$ cat src/spatial_vote_table_assert.svh
// assertion macros for the spatial vote table
// expects clk and arst_n in the scope of each use
`ifndef SPATIAL_VOTE_TABLE_ASSERT_SVH
`define SPATIAL_VOTE_TABLE_ASSERT_SVH

// same-cycle implication
`define SVT_ASSERT_NOW(lbl, ante, cons, msg) \
	lbl: assert property (@(posedge clk) disable iff (!arst_n) (ante) |-> (cons)) \
		else $error(msg);

// next-cycle implication
`define SVT_ASSERT_NEXT(lbl, ante, cons, msg) \
	lbl: assert property (@(posedge clk) disable iff (!arst_n) (ante) |=> (cons)) \
		else $error(msg);

`endif

$ cat src/svt_pkg.sv
// shared types, constants and helpers for the spatial vote table
// no dependencies
package svt_pkg;

	localparam int TABLE_DEPTH = 64;
	localparam int IDX_W = (TABLE_DEPTH > 1) ? $clog2(TABLE_DEPTH) : 1;
	localparam int CNT_W = $clog2(TABLE_DEPTH + 1);
	localparam int COORD_W = 16;
	localparam int TOL_W = 15;
	localparam int VOTE_W = 8;
	localparam int SLOT_W = 6;
	localparam int TOTAL_W = 7;
	localparam int CFG_IDX_W = 2;
	localparam int CFG_DATA_W = 15;

	localparam logic [VOTE_W-1:0] VOTE_MAX = '1;
	localparam logic [TOTAL_W-1:0] TOTAL_MAX = '1;
	localparam logic [TOL_W-1:0] TOL_RESET = TOL_W'(100);
	localparam logic [VOTE_W-1:0] CONF_RESET = VOTE_W'(3);
	localparam logic [CNT_W-1:0] USED_FULL = CNT_W'(TABLE_DEPTH);

	typedef enum logic [CFG_IDX_W-1:0] {
		REG_TOLERANCE = 2'd0,
		REG_CONFIRM = 2'd1
	} cfg_reg_t;

	// item travelling along the chain
	typedef struct packed {
		logic signed [COORD_W-1:0] x;
		logic signed [COORD_W-1:0] y;
		logic signed [COORD_W-1:0] z;
		logic done;
		logic matched;
		logic [IDX_W-1:0] slot;
		logic [VOTE_W-1:0] votes;
		logic fresh;
	} link_t;

	// shared control seen by every cell
	typedef struct packed {
		logic adv;
		logic [TOL_W-1:0] tol;
		logic [VOTE_W-1:0] confv;
		logic [CNT_W-1:0] used;
	} cell_ctl_t;

	function automatic logic axis_close(logic signed [COORD_W-1:0] a,
			logic signed [COORD_W-1:0] b, logic [TOL_W-1:0] tol);
		logic signed [COORD_W:0] d;
		logic [COORD_W:0] m;
		d = {a[COORD_W-1], a} - {b[COORD_W-1], b};
		m = d[COORD_W] ? (COORD_W+1)'(-d) : d;
		return m < {{(COORD_W + 1 - TOL_W){1'b0}}, tol};
	endfunction

endpackage

$ cat src/svt_cell.sv
// one table cell: holds one entry, votes or inserts as the item passes
// depends on svt_pkg
module svt_cell import svt_pkg::*; (
	input  logic clk,
	input  logic arst_n,
	input  cell_ctl_t ctl,
	input  logic [IDX_W-1:0] cell_idx,
	input  logic in_vld,
	input  link_t in_link,
	output logic out_vld,
	output link_t out_link
);

	logic signed [COORD_W-1:0] ex_q, ey_q, ez_q;
	logic [VOTE_W-1:0] ev_q;
	logic vld_q;
	link_t link_q;
	link_t link_n;
	logic in_use, hit, ins, inc;
	logic [VOTE_W-1:0] nv;

	assign in_use = CNT_W'(cell_idx) < ctl.used;
	assign hit = in_vld && !in_link.done && in_use && axis_close(ex_q, in_link.x, ctl.tol)
		&& axis_close(ey_q, in_link.y, ctl.tol) && axis_close(ez_q, in_link.z, ctl.tol);
	assign ins = in_vld && !in_link.done && (CNT_W'(cell_idx) == ctl.used);
	assign inc = ev_q != VOTE_MAX;
	assign nv = inc ? ev_q + VOTE_W'(1) : ev_q;

	always_comb begin
		link_n = in_link;
		if (hit) begin
			link_n.done = 1'b1;
			link_n.matched = 1'b1;
			link_n.slot = cell_idx;
			link_n.votes = nv;
			link_n.fresh = inc && (nv == ctl.confv);
		end else if (ins) begin
			link_n.done = 1'b1;
			link_n.slot = cell_idx;
			link_n.votes = VOTE_W'(1);
		end
	end

	always_ff @(posedge clk or negedge arst_n) begin
		if (!arst_n) begin
			vld_q <= 1'b0;
		end else if (ctl.adv) begin
			vld_q <= in_vld;
		end
	end

	always_ff @(posedge clk) begin
		if (ctl.adv) begin
			link_q <= link_n;
			if (hit) begin
				ev_q <= nv;
			end else if (ins) begin
				ex_q <= in_link.x;
				ey_q <= in_link.y;
				ez_q <= in_link.z;
				ev_q <= VOTE_W'(1);
			end
		end
	end

	assign out_vld = vld_q;
	assign out_link = link_q;

endmodule

$ cat config.mk
export PLATFORM = sky130hd
export DESIGN_NAME = svt_cell
export DESIGN_NICKNAME = d
export VERILOG_FILES = /design/src/spatial_vote_table_assert.svh /design/src/svt_pkg.sv /design/src/svt_cell.sv
export SDC_FILE = /design/constraint.sdc
export NUM_CORES = 1
export LEC_CHECK = 0
export ABC_AREA = 1
export BUFFER_PORTS_ARGS = -buffer_cell sky130_fd_sc_hd__buf_4
export CORE_MARGIN = 3
export CORE_UTILIZATION = 45
export DETAILED_ROUTE_END_ITERATION = 7
export GPL_TIMING_DRIVEN = 0
export PLACE_DENSITY = 0.66
export SKIP_CTS_REPAIR_TIMING = 1
export SLEW_MARGIN = 30
export SYNTH_ARGS = -nofsm -noshare
export SYNTH_HDL_FRONTEND = slang
export SYNTH_SLANG_ARGS = --single-unit
$ cat constraint.sdc
create_clock -name clk -period 13.7 [get_ports clk]
set_input_delay 0.685 -clock clk [delete_from_list [all_inputs] [get_ports clk]]
set_output_delay 0.685 -clock clk [all_outputs]
set_load 0.01 [all_outputs]
==> results.toml <==
[grt]
total_routing_resource_utilization_after_global_routing_pct = 19.5
antenna_found_initial = 0
overflow = 0
via_count_of_the_first_global_routing_pass = 8392
grt_max_degree = 69
global_route_wire_length_before_repair_um = 38300

[synthesis]
synthesis.nets = 1498
netlist-cell-type-count = 43
synth_top_family_by_area = "simple AND/OR/NAND/NOR gates"
compound_gate_portion_of_the_synthesized_area_pct = 5.87
netlist_area_um2 = 9840
post_synth_fa_ha_maj_area_fraction_pct = 13.3
synth.largest_area_cell = "sky130_fd_sc_hd__edfxtp_1"
synthDominantCellAreaShare_pct = 36.9
post_synth_inst_count = 1290
post_synth_and_or_nand_nor_area_fraction_pct = 28.3
synth.area.top_cells = "sky130_fd_sc_hd__edfxtp_1, sky130_fd_sc_hd__nand2_1, sky130_fd_sc_hd__ha_1, sky130_fd_sc_hd__inv_1, sky130_fd_sc_hd__nand3_1"
yosys_register_bits = 122
multiplexer_share_of_the_synthesized_area_pct = 0
seq_area_frac_synth_pct = 37.2
synth_area_per_cell_um2 = 7.63
yosys_warnings = 0
synth_xor_xnor_area_share_pct = 5.59

[detailed_routing]
topRoutingLayerUsed = "met4"
met2_length_um = 10800
wl_met3_um = 1130
drt-vias-per-instance = 4.94
drt.antenna.violating_nets = 0
vias = 8725
avgRoutedWirePerCell_um = 13.0
drt-met1-wl_um = 10500
drt_pre_antenna_iters = 5
finalWirelength_um = 23000
drt_iter0_markers = 444
route.detailed.drc = 0

[layout]
drive_gt1_share_pct = 15.9
post-route-util_pct = 56.7
post-route-cell-area_um2 = 12100
syn2layout_area_growth_pct = 22.6
layout.filler_cells = 1957
insertedDiodeCount = 0
nNetsFinal = 1687
instances_no_fill = 1767

[placed_design]
port_buffers = 170
post-dp-hpwl_um = 18100
post-place-cells = 1735
dpl-instance-area_um2 = 11500
finalWeightedCongestion = 0.867

[power]
worst_ir_drop_vdd_v = 0.0000789
powerDensity_nw_per_um2 = 96.6
power.static_leakage_nw = 6.33

[timing]
setup_tns_ns = 0
worst-slew-pin-transition_ns = 0.898
final.min_clock_period_ns = 5.35
setup_violations_final = 0
slew-limit-headroom_pct = 40.1
clock-skew-final_ns = 0.00931
setup_repair_after_global_routing_missed_its_margin = "no"
fin_crit_share_pct = 39.1
fmax_ghz = 0.187
final_hold_viol_count = 0
finalMaxSlewViolations = 0

[floorplanning]
floorplan.io_pins = 171
die_h_um = 154
width_of_the_chip_um = 154
design.core.area_um2 = 21300
core.rowCount = 53
die_area_um2 = 23700
initial_core_util_pct = 46.2

[min_path]
worst_hold_path_type = "in -> async"

[worst_setup_path]
critical_path_peak_fanout = 10
path_class = "reg -> reg"
worstSetupEndpointType = "flop"
cp.required_ns = 13.76
cp_data_arrival_time_ns = 5.41
startpoint_type = "flop"

[clock_tree]
cts_made_buffers = 17
tritoncts = "yes"
clock_tree.buffer_depth = 2
worstSkewPairLatency_ns = 0.42
cts_htree_levels = 4
register_clock_pin_slew_on_the_reported_worst_setup_and_hold_paths_ns = 0.06
clkSinkCount = 122
clockRootBuffer = "sky130_fd_sc_hd__clkbuf_16"

[outcome]
status = "complete, no violations"

[job]
max_cap_violations = 0
-- cells in the mapped netlist --
| library cell | number |
|---|---|
| sky130_fd_sc_hd__xnor2_1 | 17 |
| sky130_fd_sc_hd__or2_1 | 2 |
| sky130_fd_sc_hd__inv_1 | 235 |
| sky130_fd_sc_hd__nor2_8 | 1 |
| sky130_fd_sc_hd__inv_2 | 6 |
| sky130_fd_sc_hd__o31a_1 | 1 |
| sky130_fd_sc_hd__nor2_2 | 3 |
| sky130_fd_sc_hd__a211oi_1 | 5 |
| sky130_fd_sc_hd__nand4_1 | 34 |
| sky130_fd_sc_hd__buf_6 | 1 |
| sky130_fd_sc_hd__nor2_4 | 1 |
| sky130_fd_sc_hd__o2111ai_1 | 1 |
| sky130_fd_sc_hd__a21oi_1 | 57 |
| sky130_fd_sc_hd__nand2_1 | 383 |
| sky130_fd_sc_hd__xor2_1 | 44 |
| sky130_fd_sc_hd__a21oi_2 | 3 |
| sky130_fd_sc_hd__fa_1 | 3 |
| sky130_fd_sc_hd__o21ai_0 | 27 |
| sky130_fd_sc_hd__xor2_2 | 1 |
| sky130_fd_sc_hd__buf_4 | 3 |
| sky130_fd_sc_hd__nor3_2 | 1 |
| sky130_fd_sc_hd__clkbuf_1 | 3 |
| sky130_fd_sc_hd__and3_1 | 1 |
| sky130_fd_sc_hd__a31oi_1 | 1 |
| sky130_fd_sc_hd__nand3_4 | 1 |
| sky130_fd_sc_hd__buf_2 | 2 |
| sky130_fd_sc_hd__ha_1 | 100 |
| sky130_fd_sc_hd__a21o_1 | 1 |
| sky130_fd_sc_hd__nor4_1 | 1 |
| sky130_fd_sc_hd__nand3_1 | 83 |
| sky130_fd_sc_hd__and2_1 | 2 |
| sky130_fd_sc_hd__o221ai_1 | 1 |
| sky130_fd_sc_hd__dfrtp_1 | 1 |
| sky130_fd_sc_hd__o211ai_1 | 3 |
| sky130_fd_sc_hd__o21bai_1 | 3 |
| sky130_fd_sc_hd__a22o_1 | 1 |
| sky130_fd_sc_hd__or2_2 | 3 |
| sky130_fd_sc_hd__edfxtp_1 | 121 |
| sky130_fd_sc_hd__nor2_1 | 98 |
| sky130_fd_sc_hd__nand2_2 | 7 |
| sky130_fd_sc_hd__nand3b_1 | 8 |
| sky130_fd_sc_hd__nand3_2 | 3 |
| sky130_fd_sc_hd__nor3_1 | 17 |
-- path summary, 6_finish.rpt --
kind | from | end | depth (start not counted) | slack (ns)
max | ey_q[0]$_DFFE_PP_ | ev_q[1]$_SDFFCE_PN0P_ | 27 | 8.35
min reg2reg | out_vld$_DFFE_PN0P_ | out_vld$_DFFE_PN0P_ | 2 | 0.47
min | arst_n | out_vld$_DFFE_PN0P_ | 1 | 0.03
max reg2reg | ey_q[0]$_DFFE_PP_ | ev_q[1]$_SDFFCE_PN0P_ | 27 | 8.35
max in group asynchronous | arst_n | out_vld$_DFFE_PN0P_ | 1 | 13.59
min in group clk | in_link[31] | out_link[31]$_DFFE_PP_ | 1 | 0.46
-- power by group --
group | total [W] | leakage, nW | internal, W | switching [W]
registers | 0.000432 | 1.17 | 0.000427 | 0.00000422
logic | 0.000272 | 4.86 | 0.000114 | 0.000157
clock network | 0.000463 | 0.295 | 0.000286 | 0.000177
-- worst max-delay path: stages, from the launching register on --
cell                       delay [ns]
sky130_fd_sc_hd__edfxtp_1        0.35
sky130_fd_sc_hd__inv_1           0.06
sky130_fd_sc_hd__ha_1            0.14
sky130_fd_sc_hd__inv_1           0.09
sky130_fd_sc_hd__fa_1            0.43
sky130_fd_sc_hd__nand3_1         0.09
sky130_fd_sc_hd__nand3_1         0.10
sky130_fd_sc_hd__nand2_1         0.12
sky130_fd_sc_hd__nand2_1         0.11
sky130_fd_sc_hd__nand3_1         0.11
sky130_fd_sc_hd__nand3_1         0.08
sky130_fd_sc_hd__nand2_1         0.15
sky130_fd_sc_hd__clkbuf_1        0.34
sky130_fd_sc_hd__o21ai_0         0.22
sky130_fd_sc_hd__nand2_1         0.12
sky130_fd_sc_hd__xor2_1          0.23
sky130_fd_sc_hd__ha_1            0.29
sky130_fd_sc_hd__a22o_1          0.19
sky130_fd_sc_hd__a21oi_1         0.12
sky130_fd_sc_hd__nand3_1         0.08
sky130_fd_sc_hd__a21oi_1         0.17
sky130_fd_sc_hd__nand3_1         0.09
sky130_fd_sc_hd__nor2_1          0.09
sky130_fd_sc_hd__nand3_1         0.21
sky130_fd_sc_hd__nor2_8          0.22
sky130_fd_sc_hd__nand3_4         0.17
sky130_fd_sc_hd__buf_6           0.20
sky130_fd_sc_hd__a21oi_2         0.42
-- metrics by stage --
step	power, W	hold WS (ns)	setup slack (ns)
6_report	0.00117	0.0278	8.35
5_1_grt	0.00123	0.00756	7.80
4_1_cts	0.00118	0.0130	8.29
3_5_place_dp	0.000711	0.461	7.92
3_3_place_gp	0.000704	0.460	7.74
2_1_floorplan	0.000617	0.389	8.83
-- cells by family (layout without fill, tap and decap cells) --
kind of cell,Yosys count,count (layout)
DFF,122,122
buffers and inverters,250,452
and+or+nand+nor,649,649
AOI/OAI and AO/OA,104,104
adders and majority gates,103,103
xor gates and xnor gates,62,62
-- cells in the final DEF (no fill, tap or decap), types with 4 or more instances in the layout --
master / n
sky130_fd_sc_hd__nand2_2: 7
sky130_fd_sc_hd__buf_4: 173
sky130_fd_sc_hd__ha_1: 100
sky130_fd_sc_hd__nor2_1: 98
sky130_fd_sc_hd__xor2_1: 44
sky130_fd_sc_hd__nand2_1: 383
sky130_fd_sc_hd__nor3_1: 17
sky130_fd_sc_hd__clkbuf_16: 17
sky130_fd_sc_hd__xnor2_1: 17
sky130_fd_sc_hd__inv_1: 235
sky130_fd_sc_hd__edfxtp_1: 121
sky130_fd_sc_hd__a211oi_1: 5
sky130_fd_sc_hd__clkinv_4: 4
sky130_fd_sc_hd__nand3b_1: 8
sky130_fd_sc_hd__a21oi_1: 57
sky130_fd_sc_hd__nand4_1: 34
sky130_fd_sc_hd__inv_2: 5
sky130_fd_sc_hd__nand3_1: 83
sky130_fd_sc_hd__o21ai_0: 27
sky130_fd_sc_hd__clkinv_2: 4
-- metal layers --
metal	vias up	GRT usage, %
li1	4567	-
met1	3906	25.4
met2	218	33.0
met3	34	3.83
met4	0	5.80
met5	-	0
-- sequential cells by signal, summed over array words and instances, names as in the netlist --
register  cells
ey_q         16
ev_q          8
out_link     65
out_vld       1
ez_q         16
ex_q         16
-- area by class of cell --
cell class	count	area, um^2	share of cell area, %
Buffer	9	55.1	0.456
Clock buffer	17	425	3.53
Clock inverter	15	174	1.44
Inverter	241	907	7.52
Multi-Input combinational cell	918	5230	43.3
Sequential cell	122	3660	30.3
Tap cell	275	344	2.85
Timing Repair Buffer	170	1280	10.6
(Power assumes the default switching activity.)
